**src/sv/t2tag_pkg.sv**
```systemverilog
`timescale 1ns / 1ps
`default_nettype none

package t2tag_pkg;

    // Default geometry
    localparam int PAGE_COUNT_DEF     = 135;
    localparam int MAX_FAST_PAGES_DEF = 14;

    // Word counter width, wide enough for the default fast read cap (14)
    localparam int CNT_W = 7;

    // Queue depths
    localparam int CMDQ_DEPTH  = 4;
    localparam int OUTQ_DEPTH  = 4;
    localparam int OUTQ_CNT_W  = $clog2(OUTQ_DEPTH + 1);

    // Opcodes
    localparam logic [7:0] OPC_READ    = 8'h30;
    localparam logic [7:0] OPC_VERSION = 8'h60;
    localparam logic [7:0] OPC_AUTH    = 8'h1B;
    localparam logic [7:0] OPC_FAST    = 8'h3A;

    // Minimum frame lengths per opcode
    localparam logic [5:0] LEN_READ    = 6'd2;
    localparam logic [5:0] LEN_VERSION = 6'd2;
    localparam logic [5:0] LEN_AUTH    = 6'd5;
    localparam logic [5:0] LEN_FAST    = 6'd3;

    // Fixed response words, first byte in bits 7:0
    localparam logic [31:0] VERSION_WORD0 = 32'h0204_0400;
    localparam logic [31:0] VERSION_WORD1 = 32'h0311_0001;
    localparam logic [31:0] PACK_WORD     = 32'h0000_8080;
    localparam logic [31:0] ACK_WORD      = 32'h0000_000A;
    localparam logic [31:0] NACK_WORD     = 32'h0000_0000;

    localparam logic [2:0] BYTES_FULL = 3'd4;
    localparam logic [2:0] BYTES_PACK = 3'd2;
    localparam logic [2:0] BYTES_ONE  = 3'd1;

    // Work kinds carried through the command queue
    typedef enum logic [2:0] {
        K_LOAD,
        K_READ,
        K_VERSION,
        K_AUTH,
        K_FAST,
        K_NACK,
        K_ACK
    } kind_t;

    // Back end sequencer states
    typedef enum logic [0:0] {
        S_IDLE,
        S_RUN
    } state_t;

    // Classified item
    typedef struct packed {
        kind_t             kind;
        logic [7:0]        page;
        logic [31:0]       word;
        logic [7:0]        start;
        logic [CNT_W-1:0]  count;
    } cmd_t;

    // Result beat
    typedef struct packed {
        logic [31:0] word;
        logic [2:0]  nbytes;
        logic        last;
        logic        served;
    } beat_t;

endpackage

`default_nettype wire

```
**src/sv/type2_tag_command_responder_top.sv**
```systemverilog
`timescale 1ns / 1ps
`default_nettype none
// Path: a command's first result beat passes the command queue, the sequencer
//   registers, the word stage and the result queue; a load is written once taken.
// Flow: a command of N words (N up to 14 for a fast read by default) issues one
//   word and at most one page memory read per cycle while the result queue has room.
// Reset: rst_n clears queues, sequencer and the served flag; page memory is
//   not cleared and holds undefined data until loaded.

module type2_tag_command_responder_top #(
    parameter int PAGE_COUNT     = t2tag_pkg::PAGE_COUNT_DEF,
    parameter int MAX_FAST_PAGES = t2tag_pkg::MAX_FAST_PAGES_DEF
) (
    input  wire logic        clk,
    input  wire logic        rst_n,
    input  wire logic        push,
    output logic             full,
    input  wire logic        mode,
    input  wire logic [7:0]  load_page,
    input  wire logic [31:0] load_word,
    input  wire logic [7:0]  cmd_code,
    input  wire logic [7:0]  arg_first,
    input  wire logic [7:0]  arg_second,
    input  wire logic [5:0]  cmd_length,
    output logic             empty,
    input  wire logic        pop,
    output logic [31:0]      resp_word,
    output logic [2:0]       resp_bytes,
    output logic             last,
    output logic             served
);
    import t2tag_pkg::*;

    localparam int CMD_W  = $bits(cmd_t);
    localparam int BEAT_W = $bits(beat_t);

    logic                           cq_push;
    cmd_t                           cq_wdata;
    logic [CMD_W-1:0]               cq_rdata;
    logic                           cq_pop;
    logic                           cq_empty;
    logic [$clog2(CMDQ_DEPTH+1)-1:0] cq_count;

    logic                           oq_push;
    beat_t                          oq_wdata;
    logic [BEAT_W-1:0]              oq_rdata;
    logic                           oq_full;
    logic [OUTQ_CNT_W-1:0]          oq_count;
    beat_t                          head;

    // Front end: classify accepted beats
    t2tag_front #(
        .PAGE_COUNT     (PAGE_COUNT),
        .MAX_FAST_PAGES (MAX_FAST_PAGES)
    ) u_front (
        .push       (push),
        .q_full     (full),
        .mode       (mode),
        .load_page  (load_page),
        .load_word  (load_word),
        .cmd_code   (cmd_code),
        .arg_first  (arg_first),
        .arg_second (arg_second),
        .cmd_length (cmd_length),
        .q_push     (cq_push),
        .q_data     (cq_wdata)
    );

    // Command queue between front and back
    t2tag_fifo #(
        .WIDTH (CMD_W),
        .DEPTH (CMDQ_DEPTH)
    ) u_cmdq (
        .clk     (clk),
        .rst_n   (rst_n),
        .wr_en   (cq_push),
        .wr_data (cq_wdata),
        .rd_en   (cq_pop),
        .rd_data (cq_rdata),
        .full    (full),
        .empty   (cq_empty),
        .count   (cq_count)
    );

    // Back end: memory and response sequencing
    t2tag_back #(
        .PAGE_COUNT (PAGE_COUNT)
    ) u_back (
        .clk       (clk),
        .rst_n     (rst_n),
        .q_empty   (cq_empty),
        .q_data    (cmd_t'(cq_rdata)),
        .q_pop     (cq_pop),
        .out_count (oq_count),
        .out_push  (oq_push),
        .out_data  (oq_wdata)
    );

    // Result queue
    t2tag_fifo #(
        .WIDTH (BEAT_W),
        .DEPTH (OUTQ_DEPTH)
    ) u_outq (
        .clk     (clk),
        .rst_n   (rst_n),
        .wr_en   (oq_push),
        .wr_data (oq_wdata),
        .rd_en   (pop),
        .rd_data (oq_rdata),
        .full    (oq_full),
        .empty   (empty),
        .count   (oq_count)
    );

    assign head       = beat_t'(oq_rdata);
    assign resp_word  = head.word;
    assign resp_bytes = head.nbytes;
    assign last       = head.last;
    assign served     = head.served;

    // Queue bookkeeping stays consistent
    a_cmdq_bound: assert property (@(posedge clk) disable iff (!rst_n)
        cq_count <= ($clog2(CMDQ_DEPTH+1))'(CMDQ_DEPTH))
        else $error("command queue over capacity");

    a_outq_no_overflow: assert property (@(posedge clk) disable iff (!rst_n)
        oq_full |-> !oq_push)
        else $error("result queue overflow");

    a_empty_drop: assert property (@(posedge clk) disable iff (!rst_n)
        (push && !full && mode && cmd_length == '0) |=> ($past(cq_count) == cq_count
            || $past(cq_pop))
        )
        else $error("empty frame entered the command queue");

endmodule

`default_nettype wire

```
**src/sv/t2tag_fifo.sv**
```systemverilog
`timescale 1ns / 1ps
`default_nettype none

module t2tag_fifo #(
    parameter int WIDTH = 8,
    parameter int DEPTH = 4
) (
    input  wire logic                       clk,
    input  wire logic                       rst_n,
    input  wire logic                       wr_en,
    input  wire logic [WIDTH-1:0]           wr_data,
    input  wire logic                       rd_en,
    output logic      [WIDTH-1:0]           rd_data,
    output logic                            full,
    output logic                            empty,
    output logic      [$clog2(DEPTH+1)-1:0] count
);
    localparam int PTR_W = $clog2(DEPTH);
    localparam int CNT_W = $clog2(DEPTH + 1);

    logic [WIDTH-1:0] store_reg [DEPTH];
    logic [PTR_W-1:0] wr_ptr_reg, wr_ptr_next;
    logic [PTR_W-1:0] rd_ptr_reg, rd_ptr_next;
    logic [CNT_W-1:0] count_reg, count_next;
    logic             do_wr, do_rd;

    assign full    = (count_reg == CNT_W'(DEPTH));
    assign empty   = (count_reg == '0);
    assign count   = count_reg;
    assign rd_data = store_reg[rd_ptr_reg];
    assign do_wr   = wr_en && !full;
    assign do_rd   = rd_en && !empty;

    // Pointer and occupancy update
    always_comb
    begin
        wr_ptr_next = wr_ptr_reg;
        rd_ptr_next = rd_ptr_reg;
        count_next  = count_reg;
        if (do_wr)
        begin
            wr_ptr_next = (wr_ptr_reg == PTR_W'(DEPTH - 1)) ? '0 : wr_ptr_reg + 1'b1;
        end
        if (do_rd)
        begin
            rd_ptr_next = (rd_ptr_reg == PTR_W'(DEPTH - 1)) ? '0 : rd_ptr_reg + 1'b1;
        end
        if (do_wr && !do_rd)
        begin
            count_next = count_reg + 1'b1;
        end
        else if (do_rd && !do_wr)
        begin
            count_next = count_reg - 1'b1;
        end
    end

    always_ff @(posedge clk or negedge rst_n)
    begin
        if (!rst_n)
        begin
            wr_ptr_reg <= '0;
            rd_ptr_reg <= '0;
            count_reg  <= '0;
        end
        else
        begin
            wr_ptr_reg <= wr_ptr_next;
            rd_ptr_reg <= rd_ptr_next;
            count_reg  <= count_next;
        end
    end

    // Entry storage
    always_ff @(posedge clk)
    begin
        if (do_wr)
        begin
            store_reg[wr_ptr_reg] <= wr_data;
        end
    end

endmodule

`default_nettype wire

```
**src/sv/t2tag_front.sv**
```systemverilog
`timescale 1ns / 1ps
`default_nettype none

module t2tag_front #(
    parameter int PAGE_COUNT     = 135,
    parameter int MAX_FAST_PAGES = 14
) (
    input  wire logic              push,
    input  wire logic              q_full,
    input  wire logic              mode,
    input  wire logic [7:0]        load_page,
    input  wire logic [31:0]       load_word,
    input  wire logic [7:0]        cmd_code,
    input  wire logic [7:0]        arg_first,
    input  wire logic [7:0]        arg_second,
    input  wire logic [5:0]        cmd_length,
    output logic                   q_push,
    output t2tag_pkg::cmd_t        q_data
);
    import t2tag_pkg::*;

    logic [8:0] fast_span;
    logic       fast_ok;
    logic       drop;

    // Fast read range check and word count
    assign fast_span = {1'b0, arg_second} - {1'b0, arg_first} + 9'd1;
    assign fast_ok   = (arg_first <= arg_second) && ({1'b0, arg_second} < 9'(PAGE_COUNT));

    // Empty frames are swallowed here
    assign drop   = mode && (cmd_length == '0);
    assign q_push = push && !q_full && !drop;

    // Classify the beat
    always_comb
    begin
        q_data       = '0;
        q_data.page  = load_page;
        q_data.word  = load_word;
        q_data.start = arg_first;
        if (!mode)
        begin
            q_data.kind  = K_LOAD;
            q_data.count = '0;
        end
        else if (cmd_code == OPC_READ && cmd_length >= LEN_READ)
        begin
            q_data.kind  = K_READ;
            q_data.count = CNT_W'(4);
        end
        else if (cmd_code == OPC_VERSION && cmd_length >= LEN_VERSION)
        begin
            q_data.kind  = K_VERSION;
            q_data.count = CNT_W'(2);
        end
        else if (cmd_code == OPC_AUTH && cmd_length >= LEN_AUTH)
        begin
            q_data.kind  = K_AUTH;
            q_data.count = CNT_W'(1);
        end
        else if (cmd_code == OPC_FAST && cmd_length >= LEN_FAST)
        begin
            if (fast_ok)
            begin
                q_data.kind  = K_FAST;
                q_data.count = (fast_span > 9'(MAX_FAST_PAGES)) ? CNT_W'(MAX_FAST_PAGES)
                                                                 : CNT_W'(fast_span);
            end
            else
            begin
                q_data.kind  = K_NACK;
                q_data.count = CNT_W'(1);
            end
        end
        else
        begin
            q_data.kind  = K_ACK;
            q_data.count = CNT_W'(1);
        end
    end

endmodule

`default_nettype wire

```
**src/sv/t2tag_back.sv**
```systemverilog
`timescale 1ns / 1ps
`default_nettype none

module t2tag_back #(
    parameter int PAGE_COUNT = 135
) (
    input  wire logic                         clk,
    input  wire logic                         rst_n,
    input  wire logic                         q_empty,
    input  wire t2tag_pkg::cmd_t              q_data,
    output logic                              q_pop,
    input  wire logic [t2tag_pkg::OUTQ_CNT_W-1:0] out_count,
    output logic                              out_push,
    output t2tag_pkg::beat_t                  out_data
);
    import t2tag_pkg::*;

    localparam int IDX_W = $clog2(PAGE_COUNT);

    // Page memory, contents undefined until loaded
    logic [31:0]      mem [PAGE_COUNT];
    logic [31:0]      rd_data_reg;
    logic             mem_we, mem_re;
    logic [IDX_W-1:0] mem_waddr, mem_raddr;

    state_t           state_reg, state_next;
    kind_t            kind_reg, kind_next;
    logic [7:0]       start_reg, start_next;
    logic [CNT_W-1:0] cnt_reg, cnt_next;
    logic [CNT_W-1:0] idx_reg, idx_next;
    logic             served_reg, served_next;

    // Word stage between issue and result queue
    logic             s1_valid_reg;
    logic             s1_mem_reg, s1_mem_next;
    logic             s1_zero_reg, s1_zero_next;
    logic [31:0]      s1_word_reg, s1_word_next;
    logic [2:0]       s1_bytes_reg, s1_bytes_next;
    logic             s1_last_reg, s1_last_next;
    logic             s1_served_reg;

    logic             take;
    logic             issue;
    logic             room;
    logic             word_last;
    logic [7:0]       cur_page;
    logic             page_hit;
    logic             sets_served;

    assign take        = (state_reg == S_IDLE) && !q_empty;
    assign room        = s1_valid_reg ? (out_count < OUTQ_CNT_W'(OUTQ_DEPTH - 1))
                                      : (out_count < OUTQ_CNT_W'(OUTQ_DEPTH));
    assign issue       = (state_reg == S_RUN) && room;
    assign word_last   = (idx_reg == cnt_reg - 1'b1);
    assign cur_page    = start_reg + {1'b0, idx_reg};
    assign page_hit    = {1'b0, cur_page} < 9'(PAGE_COUNT);
    assign sets_served = (q_data.kind == K_READ) || (q_data.kind == K_AUTH)
                      || (q_data.kind == K_FAST);

    // Next state
    always_comb
    begin
        state_next = state_reg;
        case (state_reg)
            S_IDLE:
            begin
                if (take && q_data.kind != K_LOAD)
                begin
                    state_next = S_RUN;
                end
            end
            S_RUN:
            begin
                if (issue && word_last)
                begin
                    state_next = S_IDLE;
                end
            end
            default: state_next = S_IDLE;
        endcase
    end

    // Sequencer outputs and word generation
    always_comb
    begin
        q_pop         = take;
        mem_we        = take && (q_data.kind == K_LOAD)
                      && ({1'b0, q_data.page} < 9'(PAGE_COUNT));
        mem_waddr     = q_data.page[IDX_W-1:0];
        mem_re        = issue && page_hit;
        mem_raddr     = cur_page[IDX_W-1:0];
        kind_next     = kind_reg;
        start_next    = start_reg;
        cnt_next      = cnt_reg;
        idx_next      = idx_reg;
        served_next   = served_reg;
        s1_mem_next   = 1'b0;
        s1_zero_next  = !page_hit;
        s1_word_next  = NACK_WORD;
        s1_bytes_next = BYTES_FULL;
        s1_last_next  = word_last;

        if (take && q_data.kind != K_LOAD)
        begin
            kind_next   = q_data.kind;
            start_next  = q_data.start;
            cnt_next    = q_data.count;
            idx_next    = '0;
            served_next = served_reg | sets_served;
        end
        if (issue)
        begin
            idx_next = idx_reg + 1'b1;
        end

        case (kind_reg)
            K_READ, K_FAST:
            begin
                s1_mem_next = 1'b1;
            end
            K_VERSION:
            begin
                s1_word_next = (idx_reg == '0) ? VERSION_WORD0 : VERSION_WORD1;
            end
            K_AUTH:
            begin
                s1_word_next  = PACK_WORD;
                s1_bytes_next = BYTES_PACK;
            end
            K_NACK:
            begin
                s1_word_next  = NACK_WORD;
                s1_bytes_next = BYTES_ONE;
            end
            K_ACK:
            begin
                s1_word_next  = ACK_WORD;
                s1_bytes_next = BYTES_ONE;
            end
            default:
            begin
                s1_word_next = NACK_WORD;
            end
        endcase
    end

    // Control registers
    always_ff @(posedge clk or negedge rst_n)
    begin
        if (!rst_n)
        begin
            state_reg    <= S_IDLE;
            kind_reg     <= K_ACK;
            cnt_reg      <= '0;
            idx_reg      <= '0;
            served_reg   <= 1'b0;
            s1_valid_reg <= 1'b0;
        end
        else
        begin
            state_reg    <= state_next;
            kind_reg     <= kind_next;
            cnt_reg      <= cnt_next;
            idx_reg      <= idx_next;
            served_reg   <= served_next;
            s1_valid_reg <= issue;
        end
    end

    // Payload registers
    always_ff @(posedge clk)
    begin
        start_reg <= start_next;
        if (issue)
        begin
            s1_mem_reg    <= s1_mem_next;
            s1_zero_reg   <= s1_zero_next;
            s1_word_reg   <= s1_word_next;
            s1_bytes_reg  <= s1_bytes_next;
            s1_last_reg   <= s1_last_next;
            s1_served_reg <= served_reg;
        end
    end

    // Page memory: one write port, one registered read port
    always_ff @(posedge clk)
    begin
        if (mem_we)
        begin
            mem[mem_waddr] <= q_data.word;
        end
        if (mem_re)
        begin
            rd_data_reg <= mem[mem_raddr];
        end
    end

    // Result beat into the output queue
    always_comb
    begin
        out_push        = s1_valid_reg;
        out_data.word   = s1_mem_reg ? (s1_zero_reg ? '0 : rd_data_reg) : s1_word_reg;
        out_data.nbytes = s1_bytes_reg;
        out_data.last   = s1_last_reg;
        out_data.served = s1_served_reg;
    end

    // A pushed beat always finds room in the output queue
    a_push_room: assert property (@(posedge clk) disable iff (!rst_n)
        s1_valid_reg |-> (out_count < OUTQ_CNT_W'(OUTQ_DEPTH)))
        else $error("result beat pushed into a full output queue");

    // The word index stays inside the response while running
    a_idx_range: assert property (@(posedge clk) disable iff (!rst_n)
        (state_reg == S_RUN) |-> (idx_reg < cnt_reg))
        else $error("word index past response length");

    // Served flag is sticky
    a_served_sticky: assert property (@(posedge clk) disable iff (!rst_n)
        served_reg |=> served_reg)
        else $error("served flag cleared");

    // The queue is only drained while idle
    a_pop_idle: assert property (@(posedge clk) disable iff (!rst_n)
        q_pop |-> (state_reg == S_IDLE) && !q_empty)
        else $error("command popped while busy");

endmodule

`default_nettype wire

```
**config.mk**
```make
export PLATFORM = sky130hd
export DESIGN_NAME = type2_tag_command_responder_top
export DESIGN_NICKNAME = d
export VERILOG_FILES = /design/src/sv/t2tag_pkg.sv /design/src/sv/type2_tag_command_responder_top.sv /design/src/sv/t2tag_fifo.sv /design/src/sv/t2tag_front.sv /design/src/sv/t2tag_back.sv
export SDC_FILE = /design/constraint.sdc
export NUM_CORES = 2
export LEC_CHECK = 0
export BUFFER_PORTS_ARGS = -buffer_cell sky130_fd_sc_hd__buf_2
export CORE_UTILIZATION = 57
export CTS_CLUSTER_SIZE = 10
export DETAILED_ROUTE_END_ITERATION = 6
export HOLD_SLACK_MARGIN = 0.06
export PLACE_DENSITY_LB_ADDON = 0.25
export SETUP_SLACK_MARGIN = 0.5
export SYNTH_ARGS = -nofsm -noshare
export SYNTH_HDL_FRONTEND = slang
export SYNTH_HIERARCHICAL = 1
export SYNTH_MEMORY_MAX_BITS = 65536
export SYNTH_SLANG_ARGS = --single-unit
```
**constraint.sdc**
```tcl
create_clock -name clk -period 4.9 [get_ports clk]
set_clock_uncertainty 0.1 [all_clocks]
set_input_delay 1.47 -clock clk [delete_from_list [all_inputs] [get_ports clk]]
set_output_delay 1.47 -clock clk [all_outputs]
set_load 0.1 [all_outputs]
```
---- Yosys cells after proc, flatten, opt, wreduce, memory -nomap -nowiden ----
Memory sizes are Yosys's and may differ from the RTL's. A register that Yosys moved wholly into a read port is not among the register bits.
Index checks and enable logic that the tools add are counted.
operators by class
  $add $sub $neg .......................... 13
  $mul .................................... 0
  divide/modulo/power cells ............... 0
  order comparisons ....................... 10
  eq/ne operators ......................... 20
  shift-type cells ........................ 0
  muxes and demuxes ....................... 39
  bitwise operators ....................... 2
  reductions and logical operators ........ 46
operators with widths
  kind                 number
  $pmux 32 s3          1
  $mux 32              2
  $mux 7               9
  $mux 25              1
  $lt 8x8->1 const B   3
  $mux 3               8
  $logic_and 1x1->1    23
  $eq 3x3->1 const B   6
  $eq 8x6->1 const B   2
  $ge 6x2->1 const B   2
  $mux 1               11
  $logic_not 1->1      10
  $mux 2               5
  $add 9x1->9 const B  1
  $eq 3x2->1 const B   3
  $gt 9x4->1 const B   1
  $logic_not 3->1      3
  $sub 8x8->9          1
  $add 2x1->2 const B  4
  $add 8x7->8          1
  $eq 2x2->1 const B   4
  $eq 8x5->1 const B   1
  $eq 8x7->1 const B   1
  $le 8x8->1           1
  19 further kinds     26
word-level totals
  bits in registers ....................... 81
  latch bits .............................. 0
  RAM bits ................................ 4700
  ROM bits ................................ 0
  input port bits ......................... 75
  output and inout port bits .............. 39
  memories kept ........................... 3
memories
  memory            words  width  rd ports  clocked after Yosys merged registers in  wr ports  RTL line          text
  u_back.mem        135    32     1         1                                        1         t2tag_back.sv:21  logic [31:0] mem [PAGE_COUNT];
  u_cmdq.store_reg  4      58     1         0                                        1         t2tag_fifo.sv:21  logic [WIDTH-1:0] store_reg [DEPTH];
  u_outq.store_reg  4      37     1         0                                        1         t2tag_fifo.sv:21

---- Longest topological paths before layout ----
  word-level depth ........................ 10
  depth in mapped cells ................... 14
  mapped depth without buffers ............ 11

---- Modules after synthesis ----
The synthesis kept the hierarchy.
modules (own cells, without submodules)
  module                times used  cells each  area each (sq um)  sequential area each (sq um)
  t2tag_back            1           7714        169087.2           131788.9
  t2tag_fifo at u_cmdq  1           341         8802.2             7141.8
  t2tag_fifo at u_outq  1           230         5786.8             4619.4
  t2tag_front           1           178         1321.3             0.0

---- Least setup slack after synthesis ----
OpenSTA, ideal clock, no wires.
  path kind ............................... register to register
  from .................................... register u_cmdq.rd_ptr_reg[0]
  to ...................................... memory u_back.mem[118][0] (enable)
  setup time .............................. 0.421 ns
  arrival ................................. 4.139 ns
  required time ........................... 4.379 ns
  slack ................................... 0.240 ns
  cell stages (with the launch flop) ...... 13
  buffers on the path ..................... 5
  clock period less this slack ............ 4.660 ns
  cell sequence ........................... dfrtp_1 -> buf_2 -> buf_4 -> mux4_2 -> clkbuf_1 -> nor2b_1 -> and3_1 -> o21ai_0 -> and3_1 -> buf_2 -> buf_1 -> nand3_1 -> nor2_1
on the way
  elaborated cells on any way between the ends .. 7
RTL lines
  element                       RTL line                               text
  from (decl)                   t2tag_fifo.sv:23                       logic [PTR_W-1:0] rd_ptr_reg, rd_ptr_next;
  from (signal assigned)        t2tag_fifo.sv:69                       rd_ptr_reg <= rd_ptr_next;
  $mem_v2 4x58 *                n/a
  via cq_rdata[49]              type2_tag_command_responder_top.sv:39  logic [CMD_W-1:0] cq_rdata;
  $lt 8x8->1                    t2tag_back.sv:88                       && ({1'b0, q_data.page} < 9'(PAGE_COUNT));
  $logic_and 1x1->1             t2tag_back.sv:88
  $mux 1                        t2tag_back.sv:188                      if (mem_we)
  $mux 1 (not written as such)  t2tag_back.sv:190                      mem[mem_waddr] <= q_data.word;
  to (decl)                     t2tag_back.sv:21
Mark *: on every way through the listed nets, which the timed path passes. The rest lies on a longest branch.

---- Final worst setup path ----
  from .................................... register u_back.idx_reg[0]
  to ...................................... register u_back.rd_data_reg[12], read port of u_back.mem, data pin
on the way
  longest elaborated chain between the ends .. 3
ends and longest elaborated chain
  element                 RTL line           text
  from (decl)             t2tag_back.sv:30   logic [CNT_W-1:0] idx_reg, idx_next;
  from (signal assigned)  t2tag_back.sv:164  idx_reg <= idx_next;
  $add 8x7->8 *           t2tag_back.sv:55   assign cur_page = start_reg + {1'b0, idx_reg};
  $lt 8x8->1              t2tag_back.sv:56   assign page_hit = {1'b0, cur_page} < 9'(PAGE_COUNT);
  $logic_and 1x1->1       t2tag_back.sv:90   mem_re = issue && page_hit;
  to (decl)               t2tag_back.sv:22   logic [31:0] rd_data_reg;
Every way passes the cells marked *; elsewhere a longest branch is shown, timed or not.
A chain may end at the register's enable or synchronous reset.

==> flow_summary.json <==
{
  "std_cell_rows": 208,
  "critPathKind": "reg2reg",
  "synth_cell_type_count": 85,
  "max_clock_freq_mhz": 225,
  "detail_route.wl_per_cell_um": 36.7,
  "final_hold_violation_count": 0,
  "synth.area.top_cells": "edfxtp_1, mux4_2, mux2i_1",
  "synthArstFlopShare_pct": 0.710,
  "dpl-instance-area_um2": 197000,
  "dominantRegCellSynth": "edfxtp_1",
  "synth.yosys.warnings": 6,
  "syn_area_per_cell_um2": 21.9,
  "drt_pass1_iterations": 6,
  "cell_accounting_for_the_most_synthesized_area": "edfxtp_1",
  "share_of_the_synthesized_area_in_compound_gates_ao_oa_aoi_oai_pct": 2.02,
  "arrival_ps": 5140,
  "postSynthCellCount": 8463,
  "h_tree_level_count": 6,
  "core_region_area_um2": 322000,
  "regArea_um2": 144000,
  "antenna_found_initial": 29,
  "power.switching_fraction_pct": 37.5,
  "vdd_drop_max_v": 0.00103,
  "worst_skew_pair.late_latency_ps": 1040,
  "static-leakage-power_uw": 0.0679,
  "synth_edf_count": 4752,
  "cts-buffers-inserted": 554,
  "post-dp-hpwl_um": 291000,
  "final_antenna_net_count": 0,
  "final_net_count": 9345,
  "clk_buf_depth": 4,
  "status": "complete, but fails checks",
  "rsz_0062_raised_after_global_routing": "true",
  "power_frac_clock_pct": 23.2,
  "numClockSinks": 4786,
  "grt_first_pass_wirelength_um": 704000,
  "power_per_cell_area_nw_per_um2": 741,
  "grt_max_degree": 89,
  "layout.cells.non_filler": 13669,
  "final.period_utilization_pct": 90.9,
  "largest_register_ffs": 4320,
  "final_core_utilization_pct": 66.3,
  "multi_input_area_um2": 40100,
  "tritoncts": "yes",
  "startpoint_type": "flip-flop",
  "holdCritPathClass": "in2async",
  "synth_top_family_by_area": "multiplexers",
  "fin_crit_ps": 4450,
  "post-synth-top-area-fraction_pct": 77.1,
  "synthXorXnorAreaFrac_pct": 0.151,
  "vias": 93843,
  "fin_hold_ws_ps": 395,
  "placedCellCount": 12958,
  "report.final.slew_viol_count": 3,
  "synth_mux_area_share_pct": 15.7,
  "gr-total-overflow": 0,
  "report.final.setup_viol": 0,
  "p_int_uw": 98700,
  "failing_checks": "max-capacitance violations, max-slew violations",
  "post_synth_instance_area_um2": 185000,
  "synth_adder_area_share_pct": 0.345,
  "layout-drive-gt1-share_pct": 29.5,
  "design_area_um2": 213000,
  "gr-usage-all-layers_pct": 30.9,
  "layout.filler_cells": 19904,
  "start_util_pct": 57.5,
  "drc": 0,
  "crit_fanout": 31,
  "path_cells": "ha_4 -> fa_4 -> buf_12 -> buf_12 -> buf_12 -> mux4_2 -> mux2i_1 -> o221ai_2 -> nor3_2 -> buf_4 -> nor4b_1",
  "slew_headroom_pct": -1.01,
  "cpMostUsedCell": "buf_12",
  "first_global_vias": 95201,
  "port_buffers": 113,
  "netSwitchingPower_uw": 59300,
  "route.final.wire_length_um": 501000,
  "simple_gate_share_of_the_synthesized_area_pct": 2.60,
  "finalWeightedCongestion": 0.890,
  "critical-path-slowest-cell": "fa_4",
  "timing.critical_path.to_type": "flip-flop",
  "detail_route.iter0.violations": 13567,
  "worst-slew-pin-transition_ps": 1510,
  "chip_width_um": 572,
  "p_comb_share_pct": 42.3,
  "area_growth_pct": 15.3,
  "clk_pin_slew_ps": 60,
  "cts_root_buffer": "clkbuf_16",
  "p_seq_share_pct": 34.5,
  "worstPathRequired_ps": 5580,
  "floorplan.die_area_um2": 327000,
  "drv_cap": 1,
  "floorplan.die.height_um": 572,
  "detail_route.vias_per_cell": 6.87,
  "postSynthRegisterBits": 4786,
  "io_pins": 114,
  "worst_path_largest_cell_delay_ps": 910,
  "cts_hold_buf": 0,
  "synth_sequential_area_ratio_pct": 77.6
}
[what timing repair did]
action	in CTS	in global routing
gates cloned	0	0
endpoints found under the setup margin	51	64
setup buffers	2	11
endpoints found under the hold margin	0	0
pin swaps	3	6
resized for setup	31	40
[per-stage QoR]
stage               power [µW]  setup TNS (ps)  setup WS [ps]
detailed placement      120000            -229           -229
global placement        119000            -204           -204
global route            162000               0            470
CTS                     157000               0            325
finish                  158000               0            447
floorplan                93800               0            240
[cells by family (layout without fill, tap and decap cells)]
group                      after synthesis  count (layout)
adders and majority gates               48              48
AOI/OAI and AO/OA                      534             534
buffers and inverters                  552            1436
and+or+nand+nor                       1065            1065
DFF                                   4786            4786
xor gates and xnor gates                32              32
other                                    1              18
muxes                                 1445            1445
[Yosys cell counts (17+ instances only)]
library cell and count:
a211o_1 26, a21o_1 19, a21oi_1 82, a31oi_1 44
a32o_1 20, a32oi_1 49, and2_1 33, and3_1 47
buf_1 31, buf_2 135, buf_4 161, clkbuf_1 166
dfrtp_1 32, edfxtp_1 4752, ha_1 43, inv_1 42
mux2_2 18, mux2i_1 264, mux4_2 1158, nand2_1 503
nand3_1 131, nand4_1 18, nor2_1 202, nor2b_1 21
nor3_1 22, nor4_1 35, o211ai_1 26, o21ai_0 90
o22ai_1 67, xnor2_1 17
[final cells by class]
type	instances	share of cell area, %
diodes	15	0.0176
well taps	4305	2.53
inverters	43	0.0821
multi-input cells	3127	18.8
repair buffers	710	3.88
clock inverters	68	0.769
clock buffers	615	6.63
flip-flops and latches	4786	67.3
[layout by cell type, fill, tap and decap left out, types with 43 or more instances in the layout]
cell type / n
edfxtp_1: 4752
mux4_2: 1126
clkbuf_16: 556
nand2_1: 501
buf_4: 345
mux2i_1: 260
buf_12: 249
nor2_4: 137
nand3_1: 124
buf_2: 106
o21ai_0: 86
a21oi_1: 80
o22ai_1: 65
nor2_1: 64
clkbuf_1: 58
and3_1: 47
a31oi_1: 44
clkinv_16: 43
[metal layers]
metal | vias to the layer above | GRT usage [%] | wire, µm
li1 | 36666 | - | -
met1 | 49707 | 42.2 | 178000
met2 | 6476 | 48.3 | 237000
met3 | 984 | 7.90 | 63600
met4 | 10 | 12.6 | 22600
met5 | - | 0 | 69
[final timing paths]
kind	from	end	slack, ps	cells past startpoint
min in group clk	u_back/cnt_reg[6]	u_back/cnt_reg[6]	420	2
hold / removal	rst_n	u_outq/wr_ptr_reg[1]	390	2
setup / recovery	u_back/idx_reg[0]	u_back/rd_data_reg[12]	450	11
hold reg to reg	u_back/cnt_reg[6]	u_back/cnt_reg[6]	420	2
max in group asynchronous	rst_n	u_cmdq/rd_ptr_reg[0]	3670	2
setup reg to reg	u_back/idx_reg[0]	u_back/rd_data_reg[12]	450	11
[power by group through the flow]
stage                     Combinational (µW)  Sequential [µW]  Clock (µW)
after floorplan                        38900            54900           0
after global placement                 63800            55100           0
after detailed placement               65100            55200           0
after CTS                              65700            54400       37000
after global routing                   69000            54500       38500
final                                  66800            54500       36700
[critical path: cells and delay by family (launching register included)]
family	cells	cell delay, ps
adder cells (fa/ha/maj)	2	1130
multiplexers	2	820
buffers and inverters	4	820
AND/OR/NAND/NOR	2	490
flip-flops	1	470
AO/OA/AOI/OAI	1	340
Power figures use the tool's default switching activity.
